<file path="config.mk">
export PLATFORM = sky130hd
export DESIGN_NAME = ppm_p6_stream_parser
export DESIGN_NICKNAME = d
export VERILOG_FILES = /design/src/sv/ppmp6_pkg.sv /design/src/sv/ppmp6_parse_core.sv /design/src/sv/ppm_p6_stream_parser.sv
export SDC_FILE = /design/constraint.sdc
export NUM_CORES = 1
export LEC_CHECK = 0
export BUFFER_PORTS_ARGS = -buffer_cell sky130_fd_sc_hd__buf_2
export CORE_MARGIN = 1.5
export CORE_UTILIZATION = 60
export CTS_CLUSTER_SIZE = 12
export DETAILED_ROUTE_END_ITERATION = 6
export MAX_ROUTING_LAYER = met4
export PLACE_DENSITY_LB_ADDON = 0.05
export SYNTH_ARGS = -nofsm -noshare
export SYNTH_HDL_FRONTEND = slang
export SYNTH_SLANG_ARGS = --single-unit
</file>
<file path="constraint.sdc">
create_clock -name clock -period 10.83 [get_ports clock]
set_input_delay 3.249 -clock clock [delete_from_list [all_inputs] [get_ports clock]]
set_output_delay 3.249 -clock clock [all_outputs]
set_load 0.02 [all_outputs]
</file>
<file path="src/sv/ppmp6_pkg.sv">
package ppmp6_pkg;

   // widest number the header may carry, in bits
   localparam int DIM_BITS = 16;
   // product of the accumulator and ten needs four more bits
   localparam int PROD_BITS = DIM_BITS + 4;

   // result status codes
   localparam logic [3:0] ST_HEADER = 4'd0;
   localparam logic [3:0] ST_HDR_OK = 4'd1;
   localparam logic [3:0] ST_PIXEL  = 4'd2;
   localparam logic [3:0] ST_EXTRA  = 4'd3;
   localparam logic [3:0] ST_DONE   = 4'd4;
   localparam logic [3:0] ST_MAGIC  = 4'd5;
   localparam logic [3:0] ST_SYNTAX = 4'd6;
   localparam logic [3:0] ST_LARGE  = 4'd7;
   localparam logic [3:0] ST_VALUES = 4'd8;
   localparam logic [3:0] ST_TRUNC  = 4'd9;
   localparam logic [3:0] ST_AFTER  = 4'd10;

   // characters of interest
   localparam logic [7:0] CHAR_P     = 8'h50;
   localparam logic [7:0] CHAR_SIX   = 8'h36;
   localparam logic [7:0] CHAR_HASH  = 8'h23;
   localparam logic [7:0] CHAR_LF    = 8'h0A;
   localparam logic [7:0] CHAR_ZERO  = 8'h30;
   localparam logic [7:0] MAXVAL_OK  = 8'd255;

   // channel index of the last colour of a pixel
   localparam logic [1:0] CH_BLUE = 2'd2;

   typedef struct packed {
      logic [7:0] data_byte;
      logic       is_end;
   } req_type;

   typedef struct packed {
      logic [3:0]  status;
      logic [15:0] image_width;
      logic [15:0] image_height;
      logic [7:0]  pixel_value;
      logic [1:0]  channel_index;
      logic [15:0] column;
      logic [15:0] row;
      logic        last_pixel_byte;
   } rsp_type;

endpackage

</file>
<file path="src/sv/ppmp6_parse_core.sv">
module ppmp6_parse_core (
   input  logic               clock,
   input  logic               reset,
   input  logic               advance,
   input  ppmp6_pkg::req_type item,
   output ppmp6_pkg::rsp_type result
);

   // parser phases
   localparam logic [2:0] PH_MAGIC0  = 3'd0;
   localparam logic [2:0] PH_MAGIC1  = 3'd1;
   localparam logic [2:0] PH_NUMBERS = 3'd2;
   localparam logic [2:0] PH_PIXELS  = 3'd3;
   localparam logic [2:0] PH_DONE    = 3'd4;
   localparam logic [2:0] PH_ERROR   = 3'd5;

   // header field being parsed
   localparam logic [1:0] FLD_WIDTH  = 2'd0;
   localparam logic [1:0] FLD_HEIGHT = 2'd1;
   localparam logic [1:0] FLD_MAXVAL = 2'd2;

   localparam int DB = ppmp6_pkg::DIM_BITS;

   logic [2:0]    phase_ff, phase_in;
   logic [1:0]    field_ff, field_in;
   logic          in_comment_ff, in_comment_in;
   logic          in_digits_ff, in_digits_in;
   logic [DB-1:0] acc_ff, acc_in;
   logic [DB-1:0] width_ff, width_in;
   logic [DB-1:0] height_ff, height_in;
   logic [1:0]    chan_ff, chan_in;
   logic [DB-1:0] col_ff, col_in;
   logic [DB-1:0] row_ff, row_in;

   logic [7:0]    byte_v;
   logic          is_digit;
   logic          is_space;
   logic [3:0]    digit;
   logic [ppmp6_pkg::PROD_BITS-1:0] product;
   logic          too_large;
   logic          do_skip;
   logic          do_finish;
   logic          values_bad;
   logic          last;
   logic [DB:0]   col_next;
   logic [3:0]    status;

   // classify the incoming byte
   assign byte_v   = item.data_byte;
   assign is_digit = byte_v inside {[8'h30:8'h39]};
   assign is_space = byte_v inside {8'h20, 8'h09, 8'h0D, 8'h0A};
   assign digit    = 4'(byte_v - ppmp6_pkg::CHAR_ZERO);

   // accumulate one decimal digit: acc * 10 = acc * 8 + acc * 2
   assign product = (ppmp6_pkg::PROD_BITS'(acc_ff) << 3)
                  + (ppmp6_pkg::PROD_BITS'(acc_ff) << 1)
                  + ppmp6_pkg::PROD_BITS'(digit);
   assign too_large = |product[ppmp6_pkg::PROD_BITS-1:DB];

   // header check on the byte after maxval
   assign values_bad = (width_ff == '0) || (height_ff == '0)
                    || (acc_ff != DB'(ppmp6_pkg::MAXVAL_OK));

   // pixel position bookkeeping
   assign last = (chan_ff == ppmp6_pkg::CH_BLUE)
              && (col_ff == width_ff - DB'(1))
              && (row_ff == height_ff - DB'(1));
   assign col_next = {1'b0, col_ff} + (DB+1)'(1);

   // next state and status of one word
   always_comb begin
      phase_in      = phase_ff;
      field_in      = field_ff;
      in_comment_in = in_comment_ff;
      in_digits_in  = in_digits_ff;
      acc_in        = acc_ff;
      width_in      = width_ff;
      height_in     = height_ff;
      chan_in       = chan_ff;
      col_in        = col_ff;
      row_in        = row_ff;
      status        = ppmp6_pkg::ST_HEADER;
      do_skip       = 1'b0;
      do_finish     = 1'b0;

      case (phase_ff)
         PH_MAGIC0: begin
            if (item.is_end) begin
               status   = ppmp6_pkg::ST_TRUNC;
               phase_in = PH_ERROR;
            end else if (byte_v != ppmp6_pkg::CHAR_P) begin
               status   = ppmp6_pkg::ST_MAGIC;
               phase_in = PH_ERROR;
            end else begin
               phase_in = PH_MAGIC1;
            end
         end
         PH_MAGIC1: begin
            if (item.is_end) begin
               status   = ppmp6_pkg::ST_TRUNC;
               phase_in = PH_ERROR;
            end else if (byte_v != ppmp6_pkg::CHAR_SIX) begin
               status   = ppmp6_pkg::ST_MAGIC;
               phase_in = PH_ERROR;
            end else begin
               phase_in = PH_NUMBERS;
            end
         end
         PH_NUMBERS: begin
            if (item.is_end) begin
               // end right after maxval digits reports bad values first
               if (in_digits_ff && field_ff == FLD_MAXVAL && values_bad) begin
                  status = ppmp6_pkg::ST_VALUES;
               end else begin
                  status = ppmp6_pkg::ST_TRUNC;
               end
               in_digits_in = 1'b0;
               phase_in     = PH_ERROR;
            end else if (!in_digits_ff) begin
               do_skip = 1'b1;
            end else if (is_digit) begin
               if (too_large) begin
                  status   = ppmp6_pkg::ST_LARGE;
                  phase_in = PH_ERROR;
               end else begin
                  acc_in = product[DB-1:0];
               end
            end else begin
               // a non-digit closes the number
               in_digits_in = 1'b0;
               case (field_ff)
                  FLD_WIDTH: begin
                     width_in = acc_ff;
                     field_in = FLD_HEIGHT;
                     do_skip  = 1'b1;
                  end
                  FLD_HEIGHT: begin
                     height_in = acc_ff;
                     field_in  = FLD_MAXVAL;
                     do_skip   = 1'b1;
                  end
                  default: begin
                     do_finish = 1'b1;
                  end
               endcase
            end

            // whitespace scan for bytes outside a number and for the byte that closed one
            if (do_skip) begin
               if (in_comment_ff) begin
                  if (byte_v == ppmp6_pkg::CHAR_LF) begin
                     in_comment_in = 1'b0;
                  end
               end else if (byte_v == ppmp6_pkg::CHAR_HASH) begin
                  in_comment_in = 1'b1;
               end else if (is_space) begin
                  status = ppmp6_pkg::ST_HEADER;
               end else if (is_digit) begin
                  in_digits_in = 1'b1;
                  acc_in       = DB'(digit);
               end else begin
                  status   = ppmp6_pkg::ST_SYNTAX;
                  phase_in = PH_ERROR;
               end
            end

            // separator after maxval
            if (do_finish) begin
               if (values_bad) begin
                  status   = ppmp6_pkg::ST_VALUES;
                  phase_in = PH_ERROR;
               end else begin
                  status   = ppmp6_pkg::ST_HDR_OK;
                  phase_in = PH_PIXELS;
                  chan_in  = '0;
                  col_in   = '0;
                  row_in   = '0;
               end
            end
         end
         PH_PIXELS: begin
            if (item.is_end) begin
               status   = ppmp6_pkg::ST_TRUNC;
               phase_in = PH_ERROR;
            end else begin
               status = ppmp6_pkg::ST_PIXEL;
               if (last) begin
                  phase_in = PH_DONE;
               end else if (chan_ff != ppmp6_pkg::CH_BLUE) begin
                  chan_in = chan_ff + 2'd1;
               end else begin
                  chan_in = '0;
                  if (col_next >= {1'b0, width_ff}) begin
                     col_in = '0;
                     row_in = row_ff + DB'(1);
                  end else begin
                     col_in = col_next[DB-1:0];
                  end
               end
            end
         end
         PH_DONE: begin
            status = item.is_end ? ppmp6_pkg::ST_DONE : ppmp6_pkg::ST_EXTRA;
         end
         default: begin
            status = ppmp6_pkg::ST_AFTER;
         end
      endcase
   end

   // build the result word
   always_comb begin
      result                 = '0;
      result.status          = status;
      result.image_width     = 16'(width_in);
      result.image_height    = 16'(height_in);
      if (phase_ff == PH_PIXELS && !item.is_end) begin
         result.pixel_value     = byte_v;
         result.channel_index   = chan_ff;
         result.column          = 16'(col_ff);
         result.row             = 16'(row_ff);
         result.last_pixel_byte = last;
      end
   end

   // advance parser state on each word that moves on
   always_ff @(posedge clock) begin
      if (reset) begin
         phase_ff      <= PH_MAGIC0;
         field_ff      <= FLD_WIDTH;
         in_comment_ff <= 1'b0;
         in_digits_ff  <= 1'b0;
         acc_ff        <= '0;
         width_ff      <= '0;
         height_ff     <= '0;
         chan_ff       <= '0;
         col_ff        <= '0;
         row_ff        <= '0;
      end else if (advance) begin
         phase_ff      <= phase_in;
         field_ff      <= field_in;
         in_comment_ff <= in_comment_in;
         in_digits_ff  <= in_digits_in;
         acc_ff        <= acc_in;
         width_ff      <= width_in;
         height_ff     <= height_in;
         chan_ff       <= chan_in;
         col_ff        <= col_in;
         row_ff        <= row_in;
      end
   end

endmodule

</file>
<file path="src/sv/ppm_p6_stream_parser.sv">
// Streaming parser for a binary P6 image file.
// Request channel: one file byte per word (data_byte), or an end marker
// (is_end set, byte ignored). Response channel: exactly one word for each
// request word, carrying a status code, the parsed width and height, and
// for pixel bytes the value, colour channel, column, row and a flag on the
// final pixel byte.
// The accepted word sits in the input register, then the parse logic loads
// the response register once that register is free. Throughput is one
// word per cycle while rsp_stall is low; the parser state update is the
// loop that sets it.
// Reset (synchronous, active high) returns the parser to expect the first
// magic byte, clears the stored dimensions and empties both registers.
// When the receiver holds rsp_stall, the response word is held, the input
// register fills, and req_stall rises once both registers are full.
// Errors are sticky: after any error status every word reports the
// after-error status until reset.
module ppm_p6_stream_parser (
   input  logic               clock,
   input  logic               reset,
   input  logic               req_valid,
   output logic               req_stall,
   input  ppmp6_pkg::req_type req_data,
   output logic               rsp_valid,
   input  logic               rsp_stall,
   output ppmp6_pkg::rsp_type rsp_data
);

   logic               in_valid_ff;
   ppmp6_pkg::req_type in_data_ff;
   logic               out_valid_ff;
   ppmp6_pkg::rsp_type out_data_ff;
   ppmp6_pkg::rsp_type result;
   logic               out_free;
   logic               advance;

   // move a word to the output when the output register is free
   assign out_free  = !out_valid_ff || !rsp_stall;
   assign advance   = in_valid_ff && out_free;
   assign req_stall = in_valid_ff && !out_free;

   ppmp6_parse_core u_core (
      .clock   (clock),
      .reset   (reset),
      .advance (advance),
      .item    (in_data_ff),
      .result  (result)
   );

   // input register
   always_ff @(posedge clock) begin
      if (reset) begin
         in_valid_ff <= 1'b0;
      end else if (!req_stall) begin
         in_valid_ff <= req_valid;
      end
   end

   always_ff @(posedge clock) begin
      if (!req_stall && req_valid) begin
         in_data_ff <= req_data;
      end
   end

   // response register
   always_ff @(posedge clock) begin
      if (reset) begin
         out_valid_ff <= 1'b0;
      end else if (out_free) begin
         out_valid_ff <= in_valid_ff;
      end
   end

   always_ff @(posedge clock) begin
      if (advance) begin
         out_data_ff <= result;
      end
   end

   assign rsp_valid = out_valid_ff;
   assign rsp_data  = out_data_ff;

   // input stage stalls only when it holds a word and the output is blocked
   assert property (@(posedge clock) disable iff (reset)
      req_stall |-> (in_valid_ff && out_valid_ff && rsp_stall))
      else $error("input stalled without a blocked output");

   // pixel fields stay zero outside pixel words
   assert property (@(posedge clock) disable iff (reset)
      (rsp_valid && rsp_data.status != ppmp6_pkg::ST_PIXEL) |->
      (rsp_data.pixel_value == 8'd0 && rsp_data.last_pixel_byte == 1'b0
       && rsp_data.channel_index == 2'd0))
      else $error("pixel fields set on a non-pixel word");

   // final pixel byte is always the blue channel of a pixel word
   assert property (@(posedge clock) disable iff (reset)
      (rsp_valid && rsp_data.last_pixel_byte) |->
      (rsp_data.status == ppmp6_pkg::ST_PIXEL
       && rsp_data.channel_index == ppmp6_pkg::CH_BLUE))
      else $error("last pixel flag on a wrong word");

   // a word taken from the input reaches the output register next cycle
   assert property (@(posedge clock) disable iff (reset)
      advance |=> rsp_valid)
      else $error("parsed word lost");

endmodule

</file>
======== Yosys cells after proc, flatten, opt, wreduce, memory -nomap -nowiden ========
Index checks and enable logic that the tools add are counted.
word-level totals
  register bits after elaboration ......... 179
  input bits .............................. 13
  output and inout port bits .............. 81
  word-level logic and storage cells ...... 190
cells by class
  $add $sub $neg .......................... 8
  $lt $le $gt $ge ......................... 3
  equality and inequality tests ........... 25
  muxes and demuxes ....................... 96
  bitwise operators ....................... 2
  reduce and logical (&&, ||, !) cells .... 34
operators with widths
  operator                                                                             number
  16-bit 2-to-1 mux                                                                    29
  16-bit one-hot mux with 2 select lines                                               2
  3-bit 2-to-1 mux                                                                     21
  4-bit 2-to-1 mux                                                                     13
  16-bit equality test                                                                 2
  16-bit logical NOT                                                                   2
  16-bit by 1-bit subtractor with 16-bit output, second input constant                 2
  8-bit by 4-bit equality test with 1-bit output, second input constant                3
  1-bit 2-to-1 mux                                                                     22
  19-bit by 17-bit adder with 20-bit output                                            1
  20-bit by 4-bit adder with 20-bit output                                             1
  4-bit one-hot mux with 5 select lines                                                1
  16-bit by 1-bit adder with 17-bit output, second input constant                      1
  17-bit by 16-bit greater-or-equal comparator with 1-bit output                       1
  16-bit by 1-bit adder with 16-bit output, second input constant                      1
  8-bit by 6-bit equality test with 1-bit output, second input constant                2
  16-bit by 8-bit != test with 1-bit output, second input constant                     1
  3-bit one-hot mux with 4 select lines                                                1
  6-bit AND reduction                                                                  2
  2-bit 2-to-1 mux                                                                     5
  2-bit != test, second input constant                                                 5
  1-bit logical AND                                                                    9
  8-bit by 6-bit greater-or-equal comparator with 1-bit output, second input constant  1
  8-bit by 6-bit less-or-equal comparator with 1-bit output, second input constant     1
  other kinds (25)                                                                     39

======== Depth between registers and ports, before layout ========
  depth in word-level cells ............... 14
  depth in mapped cells ................... 16
  depth with buffers taken out ............ 15

======== Cells and area by module ========
From an unflattened synthesis, not the netlist that was laid out.
second synthesis, totals
  cell total of the unflattened synthesis .. 1,129
  area, all modules ....................... 10,497.6 um2
modules (own cells, without submodules)
  module                times used  cells an instance  area each (um2)  sequential area each (um2)
  ppmp6_parse_core      1           1,031              7,768.7          1,781.7
  ppm_p6_stream_parser  1           98                 2,728.9          2,682.6

======== Worst setup path after synthesis ========
No wires, ideal clock.
  kind .................................... input to output
  start point ............................. input rsp_stall
  end point ............................... output req_stall
  arrival time ............................ 3.535 ns
  required time ........................... 7.581 ns
  path slack .............................. 4.046 ns
  stages .................................. 1
  path buffers ............................ 0
  cell sequence ........................... and3_1
between the ends
  word-level cells in the longest chain between the ends .. 4
ends and longest elaborated chain
  item               line                        source
  from (decl)        ppm_p6_stream_parser.sv:24  input logic rsp_stall,
  1-bit logical NOT  ppm_p6_stream_parser.sv:37  assign out_free = !out_valid_ff || !rsp_stall;
  1-bit logical OR   ppm_p6_stream_parser.sv:37
  1-bit logical NOT  ppm_p6_stream_parser.sv:39  assign req_stall = in_valid_ff && !out_free;
  1-bit logical AND  ppm_p6_stream_parser.sv:39
  to (decl)          ppm_p6_stream_parser.sv:21  output logic req_stall,
No other way between the ends.

======== Final worst setup path ========
Ends and elaborated chain as after synthesis.

==> out/metrics.csv <==
stage,metric,value,unit
run_status,status,completed,
layout,fillCellCount,1450,
critical_path,r2r_start,u_core.col_ff[0],
synth,synth_area_per_cell,9.28,µm²
synth,syn_inst,1166,
grt,grt_antenna_before_repair,1,
synth,synthArstFlopShare,0,%
detailed_routing,drt_iter0_drc,808,
sta,rsz0062_at_grt,no,
critical_path,cpMostUsedCell,buf_2,
synth,ys_seq_area_share,41.3,%
grt,grt_first_pass_wirelength,44300,µm
detailed_routing,routedWlPerCell,19.0,µm
floorplan,die_width,137,µm
detailed_routing,ant_nets,0,
sta,worst_pin_slew,0.943,ns
critical_path,r2r_cells,15,
clocking,clk_latency,0.44,ns
grt,grt_max_degree,82,
clocking,postCtsSetupRepairBufs,0,
floorplan,die_h,137,µm
detailed_routing,via_per_inst,6.42,
floorplan,dieArea,0.0188,mm²
min_path,hp-class,register to register,
synth,yosys_warnings,0,
clocking,ctsHoldBuffers,0,
layout,area_delta_synth_final,10.5,%
sta,timing.fmax,0.144,GHz
layout,seq_area,0.00446,mm²
power,p_per_area,132,mW/mm²
critical_path,cp-start-kind,input pin,
sta,finalHoldViolCount,0,
min_path,hp-start,in_valid_ff,
sta,slew_viol_final,0,
sta,setup_viol,0,
grt,gr-usage-met1,42.8,%
sta,max_slew_margin,37.1,%
synth,yosys.area.top_type,edfxtp_1,
grt,grt.busiest_layer,met2,
clocking,cts_buffers,17,
clocking,cts.reportedPaths.clkPinSlew,0.08,ns
critical_path,crit_path_max_incr_delay,0.19,ns
power,power,1570,µW
synth,synth_edf_count,88,
critical_path,end_kind,output pin,
sta,whs,0.514,ns
place,gp_congestion,0.924,
detailed_routing,wl,27700,µm
place,place_hpwl,19800,µm
run,cap_violations,0,
detailed_routing,first_pass_iters,7,
critical_path,cp_slowest_cell,and3_1,
synth,synth_ff_type,dfxtp_1,
sta,period_share,64.3,%
floorplan,core_area,0.0175,mm²
clocking,clockRootBuffer,clkbuf_16,
layout,fin_nets,1283,
min_path,hold_end,rsp_valid,
synth,synth_fp_nets,1232,
grt,grtUsageMet3,4.75,%
floorplan,start_util,61.9,%
sta,skew,0.0105,ns
grt,grt_pass1_vias,8475,
synth,yosysUniqueCellTypes,79,
detailed_routing,route.detailed.drc,0,
clocking,cts.sinks,179,
grt,grt.met2_usage,46.9,%
min_path,hold_depth,2,
critical_path,cp_top_family,buffers and inverters,
grt,grt-ovfl-total,0,
clocking,cts_repair_resize_count,0,
critical_path,crit_start,rsp_stall,
clocking,htree_num_levels,4,
layout,utilization,68.4,%
floorplan,num_rows,48,
floorplan,num_io_pins,94,
place,portBuffers,93,
critical_path,worst_ep_arrival_time,3.71,ns
critical_path,r2r_setup_slack,5.90,ns
layout,drive_gt1_share,14.2,%
clocking,cts_tree,yes,
power,p_leak,0.00462,µW
layout,multiInputGateArea,0.00588,mm²
sta,tns,0,ns
detailed_routing,num_vias,9342,
power,ir_worst_vdd,113,µV
clocking,clock_path_buffers,2,
critical_path,crit_path_max_fanout,3,
synth,ys_top_cells_by_area,"edfxtp_1, dfxtp_1, ha_1",
synth,netlist_area,0.0108,mm²
critical_path,critPathBufInv,2,
grt,grtUsageTotal,31.1,%
critical_path,cp_cell_sequence,buf_2 -> and3_1 -> buf_2,
synth,ys_ff_latch,179,
synth,synth_top_area_share,24.4,%
critical_path,critPathRequiredTime,7.58,ns
critical_path,path_class,input pin to output pin,
critical_path,reg2reg_to,u_core.col_ff[0],
sta,min_period,6.96,ns
cell usage after synthesis (6+ instances only):
cell	n
nand2_1	73
or3_1	19
and3_1	44
nor3b_1	12
mux2i_1	21
edfxtp_1	88
a221oi_1	13
nor2b_1	10
nor4_1	19
nor3_1	36
xor2_1	26
clkbuf_1	60
o2111ai_1	8
o21ai_0	58
or4_1	11
o32ai_1	14
o211ai_1	7
mux2_2	14
nor2_1	110
inv_1	46
nand2b_1	25
ha_1	51
a211oi_1	28
a21oi_1	44
nand3_1	41
o311ai_0	12
buf_2	6
a2111oi_0	16
xnor2_1	38
a21o_1	13
dfxtp_1	91
nand4_1	22
or2_2	6
placed cells by master (no fill, tap or decap), drive strengths merged, types with 21 or more instances in the layout:
| cell | n |
|---|---|
| nor2 | 110 |
| buf | 105 |
| dfxtp | 91 |
| edfxtp | 88 |
| nand2 | 73 |
| o21ai | 60 |
| inv | 54 |
| ha | 51 |
| and3 | 44 |
| a21oi | 44 |
| nand3 | 41 |
| xnor2 | 38 |
| nor3 | 37 |
| a211oi | 28 |
| xor2 | 26 |
| nand2b | 25 |
| nand4 | 22 |
| mux2i | 21 |
registers in the layout, summed over array words and instances (netlist names):
| name | flops |
|---|---|
| in_valid_ff | 1 |
| u_core.chan_ff | 2 |
| u_core.height_ff | 16 |
| u_core.in_digits_ff | 1 |
| u_core.phase_ff | 3 |
| u_core.in_comment_ff | 1 |
| u_core.acc_ff | 16 |
| u_core.col_ff | 16 |
| rsp_data | 79 |
| u_core.field_ff | 2 |
| u_core.width_ff | 16 |
| u_core.row_ff | 16 |
| in_data_ff | 9 |
| rsp_valid | 1 |
power breakdown:
group / internal, µW / total, µW / switching [µW]
Clock: 308 / 608 / 299
Combinational: 72.7 / 203 / 130
Sequential: 737 / 763 / 26.1
final cells by class:
type                            instances  share of cell area, %
Antenna cell                            1                 0.0209
Tap cell                              225                   2.36
Sequential cell                       179                   37.3
Clock buffer                           17                   3.56
Inverter                               48                   1.52
Clock inverter                         15                   1.34
Multi-Input combinational cell        866                   49.2
Timing Repair Buffer                  105                   4.65
worst max-delay path by stage:
stage	end	slack (ns)	cells after the start
floorplan	req_stall	4.05	1
global placement	req_stall	3.88	3
detailed placement	req_stall	3.87	3
CTS	req_stall	3.87	3
global route	req_stall	3.82	3
finish	req_stall	3.87	3
worst register-to-register path, stage by stage (launching register included):
cell,delay (ns)
dfxtp_1,0.48
ha_1,0.30
nand3_1,0.12
or4_1,0.62
nor3_2,0.35
nand3_1,0.25
nor3_1,0.24
xor2_1,0.34
ha_1,0.32
a21o_1,0.19
a211oi_1,0.21
o21ai_0,0.11
o21bai_1,0.18
a21o_1,0.25
or3_1,0.58
o31ai_1,0.29
layer usage:
metal / wire, µm / share of wire [%]
met5: 0 / 0
met3: 1600 / 5.8
met4: 690 / 2.5
met2: 12800 / 46
met1: 12700 / 46
per-stage QoR:
| stage | setup slack (ns) | cell area [µm²] | std cells |
|---|---|---|---|
| 2_1_floorplan | 4.05 | 10800 | 1166 |
| 3_3_place_gp | 3.88 | 11400 | 1423 |
| 4_1_cts | 3.87 | 12000 | 1455 |
| 5_1_grt | 3.82 | 12000 | 1456 |
| 3_5_place_dp | 3.87 | 11400 | 1423 |
| 6_report | 3.87 | 12000 | 1456 |
cell families after synthesis:
| logic type | Yosys count | synth area share, % |
|---|---|---|
| compound gates | 258 | 17.0 |
| xor+xnor | 65 | 5.39 |
| fa+ha+maj | 53 | 6.27 |
| buf+inv | 121 | 4.48 |
| flops | 179 | 41.3 |
| mux | 35 | 3.40 |
| simple gates | 455 | 22.2 |
Note: power is estimated with default switching activity, not from simulation.
